<file path="src/q2e_pkg.sv">
package q2e_pkg;

  // Width of the product sums (Q.28 values times two)
  localparam int unsigned PW = 34;
  // Width of the clamped pitch argument, +-2^28
  localparam int unsigned TW = 30;
  // Square root datapath width and number of digit cells
  localparam int unsigned SQ_W = 58;
  localparam int unsigned SQ_STEPS = 29;
  localparam int unsigned SQ_RW = 29;
  // CORDIC vector and angle widths
  localparam int unsigned CW = 37;
  localparam int unsigned ZW = 34;

  localparam logic signed [PW-1:0] ONE_Q28 = PW'(64'sd1 << 28);
  localparam logic signed [TW-1:0] T_ONE = TW'(64'sd1 << 28);
  localparam logic signed [TW-1:0] T_MONE = -T_ONE;
  localparam logic [SQ_W-1:0] ONE_Q56 = SQ_W'(64'd1 << 56);
  localparam logic signed [ZW-1:0] HALF_PI_Z = ZW'(64'sd1 << 30);

  // Square root cell word: remaining radicand and partial root
  typedef struct packed {
    logic [SQ_W-1:0] v;
    logic [SQ_W-1:0] res;
  } sq_t;

  // CORDIC cell word
  typedef struct packed {
    logic signed [CW-1:0] x;
    logic signed [CW-1:0] y;
    logic signed [ZW-1:0] z;
    logic                 zero;
  } cord_t;

  // atan(2^-i), 2^31 = pi, truncated
  function automatic logic signed [ZW-1:0] atan_entry(input int unsigned i);
    logic signed [ZW-1:0] a;
    case (i)
      0: a = 34'sd536870912;
      1: a = 34'sd316933406;
      2: a = 34'sd167458907;
      3: a = 34'sd85004756;
      4: a = 34'sd42667331;
      5: a = 34'sd21354465;
      6: a = 34'sd10679838;
      7: a = 34'sd5340245;
      8: a = 34'sd2670163;
      9: a = 34'sd1335087;
      10: a = 34'sd667544;
      11: a = 34'sd333772;
      12: a = 34'sd166886;
      13: a = 34'sd83443;
      14: a = 34'sd41721;
      15: a = 34'sd20860;
      16: a = 34'sd10430;
      17: a = 34'sd5215;
      18: a = 34'sd2607;
      19: a = 34'sd1303;
      20: a = 34'sd651;
      21: a = 34'sd325;
      22: a = 34'sd162;
      23: a = 34'sd81;
      24: a = 34'sd40;
      25: a = 34'sd20;
      26: a = 34'sd10;
      27: a = 34'sd5;
      28: a = 34'sd2;
      29: a = 34'sd1;
      default: a = '0;
    endcase
    return a;
  endfunction

endpackage

</file>
<file path="src/q2e_cordic_cell.sv">
module q2e_cordic_cell #(
  parameter int unsigned SHIFT = 0
) (
  input  logic            clk_i,
  input  logic            en_i,
  input  q2e_pkg::cord_t  c_i,
  output q2e_pkg::cord_t  c_o
);

  localparam logic signed [q2e_pkg::ZW-1:0] ANG = q2e_pkg::atan_entry(SHIFT);

  logic signed [q2e_pkg::CW-1:0] dx;
  logic signed [q2e_pkg::CW-1:0] dy;
  q2e_pkg::cord_t                c_d;
  q2e_pkg::cord_t                c_q;

  // Rotate toward the x axis by one micro-angle
  always_comb begin
    dx = c_i.y >>> SHIFT;
    dy = c_i.x >>> SHIFT;
    c_d.zero = c_i.zero;
    if (c_i.y < 0) begin
      c_d.x = c_i.x - dx;
      c_d.y = c_i.y + dy;
      c_d.z = c_i.z - ANG;
    end else begin
      c_d.x = c_i.x + dx;
      c_d.y = c_i.y - dy;
      c_d.z = c_i.z + ANG;
    end
  end

  always_ff @(posedge clk_i) begin
    if (en_i) begin
      c_q <= c_d;
    end
  end

  assign c_o = c_q;

endmodule

</file>
<file path="config.mk">
export PLATFORM = sky130hd
export DESIGN_NAME = q2e_cordic_cell
export DESIGN_NICKNAME = d
export VERILOG_FILES = /design/src/q2e_pkg.sv /design/src/q2e_cordic_cell.sv
export SDC_FILE = /design/constraint.sdc
export NUM_CORES = 1
export LEC_CHECK = 0
export BUFFER_PORTS_ARGS = -buffer_cell sky130_fd_sc_hd__clkbuf_2
export CAP_MARGIN = 10
export CORE_MARGIN = 2
export CORE_UTILIZATION = 56
export CTS_CLUSTER_SIZE = 10
export DETAILED_ROUTE_END_ITERATION = 12
export GPL_ROUTABILITY_DRIVEN = 0
export GPL_TIMING_DRIVEN = 0
export HOLD_SLACK_MARGIN = 0.08
export PLACE_DENSITY = 0.82
export SLEW_MARGIN = 5
export SYNTH_ARGS = -nofsm -noshare
export SYNTH_HDL_FRONTEND = slang
export SYNTH_SLANG_ARGS = --single-unit
</file>
<file path="constraint.sdc">
create_clock -name clk_i -period 3.74 [get_ports clk_i]
set_input_delay 0.374 -clock clk_i [delete_from_list [all_inputs] [get_ports clk_i]]
set_output_delay 0.374 -clock clk_i [all_outputs]
set_load 0.005 [all_outputs]
</file>
After elaboration in Yosys (flattened, before gate mapping)

Index checks and enable logic that the tools add are counted.

Add/subtract/negate cells: 5
Magnitude comparators: 1
Muxes and demuxes: 1

Operator list:

| cell                                                                          | count |
|---|---|
| 108-bit two-way mux                                                           | 1 |
| 37-bit subtractor                                                             | 2 |
| 37-bit adder                                                                  | 1 |
| 37-bit by 1-bit less-than comparator with 1-bit output, second input constant | 1 |
| 34-bit by 31-bit adder with 34-bit output, second input constant              | 1 |
| 34-bit by 31-bit subtractor with 34-bit output, second input constant         | 1 |

Bits in registers: 109
Input bits: 111
Output and inout bits: 109
Word-level logic and storage cells: 11

Depth between registers and ports, before layout

Depth in word-level cells: 2
Depth in mapped cells: 12
Gate-level depth less buffers: 12

Worst setup path after synthesis

Ideal clock, no wire load.

Path type: input -> register
Start point: in c_i[35] (netlist name)
End point: reg c_q (netlist bit c_o[86]), data pin
Setup time: 0.259 ns
Arrival time: 2.484 ns
Required time: 3.481 ns
Path slack: 0.996 ns
Stages on the path: 11
Buffers on the path: 0
Path through: ha_1 -> fa_1 -> nor2b_1 -> o211ai_1 -> nand3_1 -> nor2_1 -> a21oi_1 -> or3_1 -> a221oi_1 -> o21ai_0 -> xnor2_1

RTL lines:

| what                 | RTL line              | text |
|---|---|---|
| from (decl)          | q2e_cordic_cell.sv:6  | `input q2e_pkg::cord_t c_i,` |
| to (signal assigned) | q2e_cordic_cell.sv:35 | `c_q <= c_d;` |
| to (decl)            | q2e_cordic_cell.sv:15 | `q2e_pkg::cord_t c_q;` |

==> results.yml <==
global_routing:
  use_met2_pct: 51.8
  grt_pass1_vias: 9174
  grt_pass1_wl_um: 46400
  grt_max_degree: 109
  use_met3_pct: 6.88
  gr-usage-met1_pct: 40.2
  gr-max-usage-layer: "met2"
  grt.total_usage_pct: 31.6
  antenna_found_initial: 1
  grt-ovfl-total: 0
clocking:
  numCtsBuffers: 9
  htreeDepth: 3
  root_buffer: "clkbuf_16"
  cts_tree: "yes"
  cts.clk_slew.worst_paths_ns: 0.09
  clock_sinks: 108
  cts_resized: 0
  post-cts-setup-buffers: 0
  cts.path.max_buffers: 2
  cts_hold_buf: 0
floorplan:
  fp-row-count: 48
  io_pins: 220
  die-area_mm2: 0.0190
  dieWidth_um: 138
  die_h_um: 138
  core_mm2: 0.0174
  start_util_pct: 57.5
placement:
  placed_cell_area_mm2: 0.0114
  port_buffers: 219
  post-place-ws_ns: 0.190
  dp.cells: 1564
  dpl.hpwl_um: 23400
sta:
  tns_ns: 0
  finalSetupViolCount: 0
  hold_ws_ns: 0.164
  rsz0062_at_grt: "false"
  period_needed_ns: 3.35
  final_max_slew_viol_count: 0
  worst_slew_pin_slew_ns: 0.972
  timing_hold_violations_final: 0
  setup_ws_ns: 0.388
  slew_headroom_pct: 35.2
  fmax_mhz: 298
  finalCritPeriodShare_pct: 89.6
logic_synthesis:
  ys.flop_type: "edfxtp_1"
  ys_types: 82
  synth_top_family_by_area: "compound AO/OA/AOI/OAI gates"
  netlist_area_mm2: 0.0100
  synth_edf_count: 108
  synth_top_area_share_pct: 32.4
  synth_adder_area_share_pct: 15.7
  synth-simple-area-share_pct: 12.7
  syn_inst: 1120
  synth_compound_area_share_pct: 23.9
  ys_top_cells_by_area: "edfxtp_1 32%, ha_1 15%, a21oi_1 5.9%"
  synth_seq_cells: 108
  synth.avg_cell_area_um2: 8.95
  ys_seq_area_share_pct: 32.4
  synthArstFlopShare_pct: 0
  synthMuxAreaShare_pct: 2.00
  synthXorXnorAreaFrac_pct: 6.29
  ys_warn_count: 0
  synth_area_leader_cell: "edfxtp_1"
  syn-num-nets: 1354
route:
  vias: 9685
  drtIter0Drc: 1115
  wl_um: 30400
  vias_per_cell: 6.13
  wl_per_cell_um: 19.2
  antenna_left: 0
  first_pass_iters: 6
  drc: 0
worst_setup_path:
  critPathMaxStageDelay_ns: 0.49
  startpoint_type: "input pin"
  crit_type: "in -> reg"
  crit_family: "compound AO/OA/AOI/OAI gates"
  crit_path_end_kind: "register"
  crit_slowest_cell: "a221oi_2"
  critPathBufInv: 2
  cp_data_required_time_ns: 3.84
  critical_path_arrival_ns: 3.45
  cp_max_fo: 5
  worstPathCellList: "clkbuf_2 -> inv_1 -> ha_1 -> nor2b_1 -> o31a_1 -> o41ai_2 -> a211oi_1 -> a211o_1 -> a221oi_2 -> o211ai_1 -> o21ai_1 -> xnor2_1"
hold_path:
  hp-class: "in -> reg"
status:
  status: "completed"
pwr:
  powerDensity_mw_per_mm2: 357
  vdd_drop_max_mv: 0.243
  p_total_mw: 4.18
  leakagePower_nw: 5.36
cells_and_area:
  n_antenna_cell: 0
  finalNonFillerCells: 1580
  final_util_pct: 67.3
  finalInstanceArea_mm2: 0.0117
  area_delta_synth_final_pct: 17.0
  final_nets: 1584
  drive_gt1_share_pct: 22.0
  largest_reg_flops: 108
  fillerInstances: 1466
flow_run:
  maxCapViolations: 0
## cell type report
cell class	count	area [um^2]	area share, %
repair buffers	219	1100	9.42
inverters	123	462	3.94
well taps	225	282	2.40
clock inverters	7	93.8	0.800
plain buffers	51	244	2.08
flip-flops and latches	108	3240	27.7
multi-input cells	838	6070	51.8
clock buffers	9	225	1.92
## report_power, final
part	switching, mW	leakage, nW	internal, mW
registers	0.0460	1.06	1.56
logic	0.928	4.15	0.597
clock network	0.555	0.154	0.492
## cell usage in the layout (no fill, tap or decap), drive strengths merged, types with 15 or more instances in the layout
cell type,synthesis,routed
nand4,17,17
a21o,25,25
nor2b,17,17
xnor2,57,57
xor2,15,15
edfxtp,108,108
clkbuf,17,245
a211oi,16,16
buf,34,34
nand2,58,58
mux2i,20,20
ha,119,119
o21ai,73,73
o211ai,16,16
o21bai,21,21
nor3,26,26
inv,119,124
nor2,87,87
a21oi,122,122
## layer usage
metal	wire, um	share of wire [%]
met4	1290	4.2
met5	13	0.043
met2	13500	45
met1	12000	39
met3	3550	12
## logic make-up (layout without fill, tap and decap cells)
logic type / after synthesis / in the layout
XOR/XNOR: 72 / 72
buffers and inverters: 174 / 409
adder cells (fa/ha/maj): 123 / 123
AO/OA/AOI/OAI: 360 / 360
multiplexers: 20 / 20
flip-flops: 108 / 108
AND/OR/NAND/NOR: 263 / 263
## final timing paths
kind / start / to / cells after the start
worst min-delay path: c_i[28] / c_o[28]$_DFFE_PP_ / 1
worst max-delay path: c_i[36] / c_o[101]$_DFFE_PP_ / 12
## cell usage after synthesis (4+ instances only)
cell and count:
nor3_1 24, clkinv_1 4, o21ai_1 12, o2111ai_1 5, buf_2 15, clkbuf_1 17
buf_1 11, xor2_1 15, nor2b_1 17, o21bai_1 21, xnor2_1 57, edfxtp_1 108
nand2_1 58, o31ai_1 10, and3_1 4, or3_1 4, inv_2 9, inv_1 110
o211ai_1 13, nand2b_1 9, ha_1 119, nor2_1 85, nand3b_1 5, o31a_1 4
a31oi_1 13, a211oi_1 14, nand3_1 14, nand4_1 17, a21o_1 25, buf_4 7
a21oi_1 119, mux2i_1 20, o21a_1 12, o21ai_0 59, nor4_1 6, fa_1 4
(Power assumes the default switching activity.)
