## src/q2e_pkg.sv

```systemverilog
package q2e_pkg;

  // Width of the product sums (Q.28 values times two)
  localparam int unsigned PW = 34;
  // Width of the clamped pitch argument, +-2^28
  localparam int unsigned TW = 30;
  // Square root datapath width and number of digit cells
  localparam int unsigned SQ_W = 58;
  localparam int unsigned SQ_STEPS = 29;
  localparam int unsigned SQ_RW = 29;
  // CORDIC vector and angle widths
  localparam int unsigned CW = 37;
  localparam int unsigned ZW = 34;

  localparam logic signed [PW-1:0] ONE_Q28 = PW'(64'sd1 << 28);
  localparam logic signed [TW-1:0] T_ONE = TW'(64'sd1 << 28);
  localparam logic signed [TW-1:0] T_MONE = -T_ONE;
  localparam logic [SQ_W-1:0] ONE_Q56 = SQ_W'(64'd1 << 56);
  localparam logic signed [ZW-1:0] HALF_PI_Z = ZW'(64'sd1 << 30);

  // Square root cell word: remaining radicand and partial root
  typedef struct packed {
    logic [SQ_W-1:0] v;
    logic [SQ_W-1:0] res;
  } sq_t;

  // CORDIC cell word
  typedef struct packed {
    logic signed [CW-1:0] x;
    logic signed [CW-1:0] y;
    logic signed [ZW-1:0] z;
    logic                 zero;
  } cord_t;

  // atan(2^-i), 2^31 = pi, truncated
  function automatic logic signed [ZW-1:0] atan_entry(input int unsigned i);
    logic signed [ZW-1:0] a;
    case (i)
      0: a = 34'sd536870912;
      1: a = 34'sd316933406;
      2: a = 34'sd167458907;
      3: a = 34'sd85004756;
      4: a = 34'sd42667331;
      5: a = 34'sd21354465;
      6: a = 34'sd10679838;
      7: a = 34'sd5340245;
      8: a = 34'sd2670163;
      9: a = 34'sd1335087;
      10: a = 34'sd667544;
      11: a = 34'sd333772;
      12: a = 34'sd166886;
      13: a = 34'sd83443;
      14: a = 34'sd41721;
      15: a = 34'sd20860;
      16: a = 34'sd10430;
      17: a = 34'sd5215;
      18: a = 34'sd2607;
      19: a = 34'sd1303;
      20: a = 34'sd651;
      21: a = 34'sd325;
      22: a = 34'sd162;
      23: a = 34'sd81;
      24: a = 34'sd40;
      25: a = 34'sd20;
      26: a = 34'sd10;
      27: a = 34'sd5;
      28: a = 34'sd2;
      29: a = 34'sd1;
      default: a = '0;
    endcase
    return a;
  endfunction

endpackage

```

## src/q2e_sqrt_cell.sv

```systemverilog
module q2e_sqrt_cell #(
  parameter int unsigned BIT_POS = 56
) (
  input  logic            clk_i,
  input  logic            en_i,
  input  q2e_pkg::sq_t    sq_i,
  output q2e_pkg::sq_t    sq_o
);

  localparam logic [q2e_pkg::SQ_W-1:0] BIT = q2e_pkg::SQ_W'(64'd1 << BIT_POS);

  logic [q2e_pkg::SQ_W-1:0] trial;
  q2e_pkg::sq_t             sq_d;
  q2e_pkg::sq_t             sq_q;

  // Try one root digit: subtract when it fits
  always_comb begin
    trial = sq_i.res + BIT;
    if (sq_i.v >= trial) begin
      sq_d.v   = sq_i.v - trial;
      sq_d.res = (sq_i.res >> 1) + BIT;
    end else begin
      sq_d.v   = sq_i.v;
      sq_d.res = sq_i.res >> 1;
    end
  end

  always_ff @(posedge clk_i) begin
    if (en_i) begin
      sq_q <= sq_d;
    end
  end

  assign sq_o = sq_q;

endmodule

```

## config.mk

```make
export PLATFORM = sky130hd
export DESIGN_NAME = q2e_sqrt_cell
export DESIGN_NICKNAME = d
export VERILOG_FILES = /design/src/q2e_pkg.sv /design/src/q2e_sqrt_cell.sv
export SDC_FILE = /design/constraint.sdc
export NUM_CORES = 1
export LEC_CHECK = 0
export ABC_AREA = 0
export BUFFER_PORTS_ARGS = -buffer_cell sky130_fd_sc_hd__buf_2
export CORE_MARGIN = 1
export CORE_UTILIZATION = 50
export CTS_CLUSTER_DIAMETER = 120
export CTS_CLUSTER_SIZE = 28
export DETAILED_ROUTE_END_ITERATION = 16
export GPL_TIMING_DRIVEN = 0
export PLACE_DENSITY = 0.77
export SLEW_MARGIN = 20
export SYNTH_ARGS = -nofsm -noshare
export SYNTH_HDL_FRONTEND = slang
export SYNTH_SLANG_ARGS = --single-unit
```

## constraint.sdc

```tcl
create_clock -name clk_i -period 6.9 [get_ports clk_i]
set_input_delay 1.38 -clock clk_i [delete_from_list [all_inputs] [get_ports clk_i]]
set_output_delay 1.38 -clock clk_i [all_outputs]
set_load 0.01 [all_outputs]
```

[Yosys cells after proc, flatten, opt, wreduce, memory -nomap -nowiden]
Index checks and enable logic that the tools add are counted.
Word-level totals
  memory bits (read-only): 0
  flip-flop bits (word level): 116
  input bits: 118
  bits in writable memories: 0
  latch bits: 0
  memories kept: 0
  word-level logic and storage cells: 8
Cells by class
  div/mod/pow operators: 0
  eq/ne operators: 0
  multiplexer cells: 1
  reductions and logical operators: 0
  order comparisons: 1
  bitwise gates (word level): 0
  add/sub/neg operators: 3
  $mul: 0
  shift operators: 0
Operator list (count)
  116-bit two-way mux: 1
  57-bit by 57-bit adder with 58-bit output (second input constant): 1
  58-bit by 57-bit adder with 58-bit output (second input constant): 1
  58-bit greater-or-equal comparator: 1
  58-bit subtractor: 1

[Longest topological paths before layout]
  word-level depth: 3
  depth in mapped cells: 14
  mapped depth without buffers: 13

[Worst setup path after synthesis]
Ideal clock, no wire load.
  path type: input port to flip-flop
  from: input port sq_i[58] in the netlist's numbering
  to: register sq_q (netlist bit sq_o[67]) (data pin)
  arrival: 4.186 ns
  cell stages on the path: 14
  required time: 6.640 ns
  slack: 2.453 ns
  cell sequence: inv_1 -> ha_1 -> inv_1 -> fa_1 -> a21o_1 -> a221o_1 -> a22oi_2 -> a211oi_2 -> o21ai_2 -> a21oi_4 -> a311oi_4 -> o21ai_4 -> buf_6 -> mux2_4
RTL lines
  from (decl): line q2e_sqrt_cell.sv:6  | input q2e_pkg::sq_t sq_i,
  to (signal assigned): line q2e_sqrt_cell.sv:30  | sq_q <= sq_d;
  to (decl): line q2e_sqrt_cell.sv:14  | q2e_pkg::sq_t sq_q;

==> metrics.sh <==
RUN_STATUS='complete, no violations'
GRT_ANTENNA_BEFORE_REPAIR=2
IOS=234
CRITPATHMOSTFREQUENTCELL='sky130_fd_sc_hd__inv_1'
SYNTH-XOR-AREA-SHARE_PCT=4.66
CP_TOP_FAMILY='compound AO/OA/AOI/OAI gates'
MAX_CLOCK_FREQ_GHz=0.207
LAYOUT.CELLS.NON_FILLER=1269
CTS_RESIZED=0
CTS.SINKS=116
POWER.NET_SWITCHING_mW=0.737
WORSTMARGINPINSLEW_NS=0.746
NUMBER_OF_GLOBAL_ROUTE_VIAS_BEFORE_REPAIR=6579
POWER.TOTAL_mW=2.57
NUM-NETS-FINAL=1216
POST-ROUTE-MIN-PERIOD_NS=4.82
CRITICAL_PATH_PEAK_FANOUT=4
POWER.SHARE.COMBINATIONAL_PCT=28.0
CPMAXSTAGEDELAYCELL='sky130_fd_sc_hd__a41oi_1'
GRT_START_MAX_NET_PINS=81
YOSYS_MOST_USED_DFF='sky130_fd_sc_hd__edfxtp_1'
SYNTH_AREA_LEADER_CELL='sky130_fd_sc_hd__edfxtp_1'
SYNTH_MUX_AREA_SHARE_PCT=8.69
CTS_TREE='done'
ARITHMETIC_CELL_SHARE_OF_THE_SYNTHESIZED_AREA_COUNTING_FULL_ADDERS_HALF_ADDERS_AND_MAJORITY_GATES_PCT=9.02
TOTALWIRELENGTH_MM=22.3
PATH_CELLS='buf_2, inv_1, ha_1, inv_1, fa_1, a21o_1, a221o_1, a22oi_2, a211oi_2, o21ai_2, a21oi_1, a41oi_1, mux2_2, o41ai_1'
MAPPEDNETLISTNETS=963
POWER_DENSITY_nW_PER_UM2=248
POSTROUTEANTENNANETS=0
GRT_PASS1_WL_MM=33.3
SYNTH_CELLS=786
WORSTPATHARRIVAL_NS=5.02
COMBINED_GLOBAL_ROUTE_UTILIZATION_OF_ALL_METAL_LAYERS_PCT=25.9
YOSYSUNIQUECELLTYPES=64
FINAL.SETUP.WORST_SLACK_NS=2.08
CORE_UM2=16000
SYNTH_COMPOUND_AREA_SHARE_PCT=19.4
DPL_CELL_AREA_UM2=9730
DESIGN.DIE.AREA_UM2=17000
RSZ0062_AT_GRT='false'
GP_CONGESTION=0.929
SLEW_HEADROOM_PCT=49.7
SHARE_CLK_OF_TOTAL_POWER_PCT=37.1
TIMING.FINAL.MAX_SLEW_VIOLATIONS=0
POWER.STATIC_LEAKAGE_nW=4.72
SYN_TO_FINAL_GROWTH_PCT=25.4
LARGEST_FAMILY_OF_LOGIC_CELLS_BY_SYNTHESIZED_AREA='compound AO/OA/AOI/OAI gates'
FIRST_ITER_VIOLATIONS=622
LONGEST_CLK_PATH_BUFS=2
FINISH.UTILIZATION_PCT=64.7
FLIP_FLOP_COUNT_OF_THE_LARGEST_REGISTER_ALL_COPIES_AND_WORDS_ADDED=116
PLACEMENTROWS=46
SYNTH_TOP_CELLS_BY_AREA='sky130_fd_sc_hd__edfxtp_1, sky130_fd_sc_hd__ha_1, sky130_fd_sc_hd__mux2_4, sky130_fd_sc_hd__a21oi_1, sky130_fd_sc_hd__inv_1'
CPPEAKSTAGEDELAY_NS=0.62
SYNTH_SEQUENTIAL_AREA_RATIO_PCT=42.2
SYNTH-EDFF-COUNT=116
FINALSETUPVIOLATIONS=0
SYNTH_ASYNC_SR_FLOP_SHARE_PCT=0
SYNTH.CELL_AREA_UM2=8260
FINAL-HOLD-VIOLATION-COUNT=0
CRIT_PATH_START_KIND='primary input'
VIAS_PER_CELL=5.68
DR_TOTAL_VIAS=7202
SW_FRAC_OF_TOTAL_PCT=28.6
CLOCK_TRANSITION_AT_THE_REGISTER_CLOCK_PINS_ON_THE_WORST_SETUP_AND_HOLD_PATHS_AFTER_CTS_NS=0.06
WORST-ENDPOINT-REQUIRED_NS=7.10
DRV_CAP=0
FLOORPLAN.INITIALDENSITY_PCT=51.6
LAYOUT_WORST_PATH_CYCLE_SHARE_PCT=69.9
CRITICAL_PATH.ENDPOINT_TYPE='register'
CTS_SETUP_BUFFERS=0
PORTBUFFERS=233
DESIGN_AREA_UM2=10400
YOSYS_WARNINGS=0
DIE_W_UM=131
POST-PLACE-CELLS=1236
DIE_OUTLINE_HEIGHT_UM=131
DRC_VIOLATIONS=0
NUMBER_OF_BUFFER_AND_INVERTER_INSTANCES_ALONG_THE_WORST_SETUP_PATH=3
FIN_TNS_SETUP_NS=0
HOLD_PATH.CLASS='primary input to register'
SYNTH_REGISTER_BITS=116
IR_DROP_uV=168
SYNTH_AREA_PER_CELL_UM2=10.5
GRT_OVERFLOW_TOTAL=0
HTREEDEPTH=4
LAYOUT-DRIVE-GT1-SHARE_PCT=30.6
CTS_HOLD_BUF=0
TRITONCTS.NUM_BUFFERS=17
PLACE_WS_NS=1.70
DETAIL_ROUTE.WL_PER_CELL_UM=17.6
POST-SYNTH-TOP-AREA-FRACTION_PCT=42.2
WORSTSETUPPATHTYPE='primary input to register'
SYNTHSIMPLEGATEAREAFRAC_PCT=10.7
DETAILEDROUTE.FIRSTPASSITERATIONCOUNT=5
POWER.INTERNAL_mW=1.84
FIN_WORST_HOLD_SLACK_NS=1.14
CLOCK-ROOT-BUFFER='sky130_fd_sc_hd__clkbuf_16'
POWER.SHARE.SEQUENTIAL_PCT=34.9
DETAILED_PLACE_HPWL_MM=17.0
[layout make-up]
class | count | area (um2)
fillers | 1345 | 5640
well taps | 216 | 270
clock buffers | 21 | 440
flip-flops and latches | 116 | 3480
diodes | 1 | 2.50
clock inverters | 11 | 183
inverters | 73 | 274
repair buffers | 234 | 1200
multi-input cells | 562 | 4340
plain buffers | 35 | 165
[synth_stat cells (10+ instances only)]
master                     count
sky130_fd_sc_hd__a211oi_1     10
sky130_fd_sc_hd__a21o_1       35
sky130_fd_sc_hd__a21oi_1      66
sky130_fd_sc_hd__clkbuf_1     30
sky130_fd_sc_hd__edfxtp_1    116
sky130_fd_sc_hd__ha_1         58
sky130_fd_sc_hd__inv_1        73
sky130_fd_sc_hd__mux2_2       10
sky130_fd_sc_hd__mux2_4       37
sky130_fd_sc_hd__nand2_1      33
sky130_fd_sc_hd__nand3_1      16
sky130_fd_sc_hd__nand4_1      16
sky130_fd_sc_hd__nor2_1       31
sky130_fd_sc_hd__nor3_1       21
sky130_fd_sc_hd__o211ai_1     17
sky130_fd_sc_hd__o21a_1       15
sky130_fd_sc_hd__o21ai_0      33
sky130_fd_sc_hd__o21bai_1     12
sky130_fd_sc_hd__xnor2_1      30
sky130_fd_sc_hd__xor2_1       14
[path summary, 6_finish.rpt]
check	startpoint	endpoint	slack [ns]	depth (start not counted)
max	sq_i[58]	sq_o[106]	2.08	14
min	sq_i[8]	sq_o[7]	1.14	1
[power groups by stage]
stage	combinational (mW)	clock [mW]	sequential, mW
2_1_floorplan	0.423	0	0.961
3_3_place_gp	0.695	0	0.912
4_1_cts	0.714	0.961	0.900
6_report	0.720	0.954	0.898
3_5_place_dp	0.708	0	0.912
5_1_grt	0.779	0.984	0.908
[layout by cell type (no fill, tap or decap), types with 10 or more instances in the layout]
master,instances
sky130_fd_sc_hd__buf_2,232
sky130_fd_sc_hd__edfxtp_1,116
sky130_fd_sc_hd__inv_1,73
sky130_fd_sc_hd__a21oi_1,66
sky130_fd_sc_hd__ha_1,58
sky130_fd_sc_hd__mux2_4,37
sky130_fd_sc_hd__a21o_1,35
sky130_fd_sc_hd__clkbuf_1,34
sky130_fd_sc_hd__o21ai_0,33
sky130_fd_sc_hd__nand2_1,33
sky130_fd_sc_hd__nor2_1,31
sky130_fd_sc_hd__xnor2_1,30
sky130_fd_sc_hd__nor3_1,21
sky130_fd_sc_hd__o211ai_1,17
sky130_fd_sc_hd__clkbuf_16,17
sky130_fd_sc_hd__nand4_1,16
sky130_fd_sc_hd__nand3_1,16
sky130_fd_sc_hd__o21a_1,15
sky130_fd_sc_hd__xor2_1,14
sky130_fd_sc_hd__o21bai_1,12
sky130_fd_sc_hd__a211oi_1,10
sky130_fd_sc_hd__mux2_2,10
[layer usage]
metal / wire (um) / share of wire, % / vias to the layer above / global-route usage [%]
met1: 9910 / 44 / 3371 / 34.4
met3: 1630 / 7.3 / 41 / 5.42
li1: - / - / 3468 / -
met5: 13 / 0.058 / - / 0
met2: 10200 / 46 / 320 / 41.5
met4: 552 / 2.5 / 2 / 9.67
[logic make-up (layout without fill, tap and decap cells)]
kind of cell             Yosys count  after routing
XOR/XNOR                          44             44
buffers and inverters            108            374
AO/OA/AOI/OAI                    236            236
AND/OR/NAND/NOR                  171            171
multiplexers                      52             52
adder cells (fa/ha/maj)           59             59
other                              0              1
flip-flops                       116            116
No activity file was read; power rests on OpenSTA's default activity.
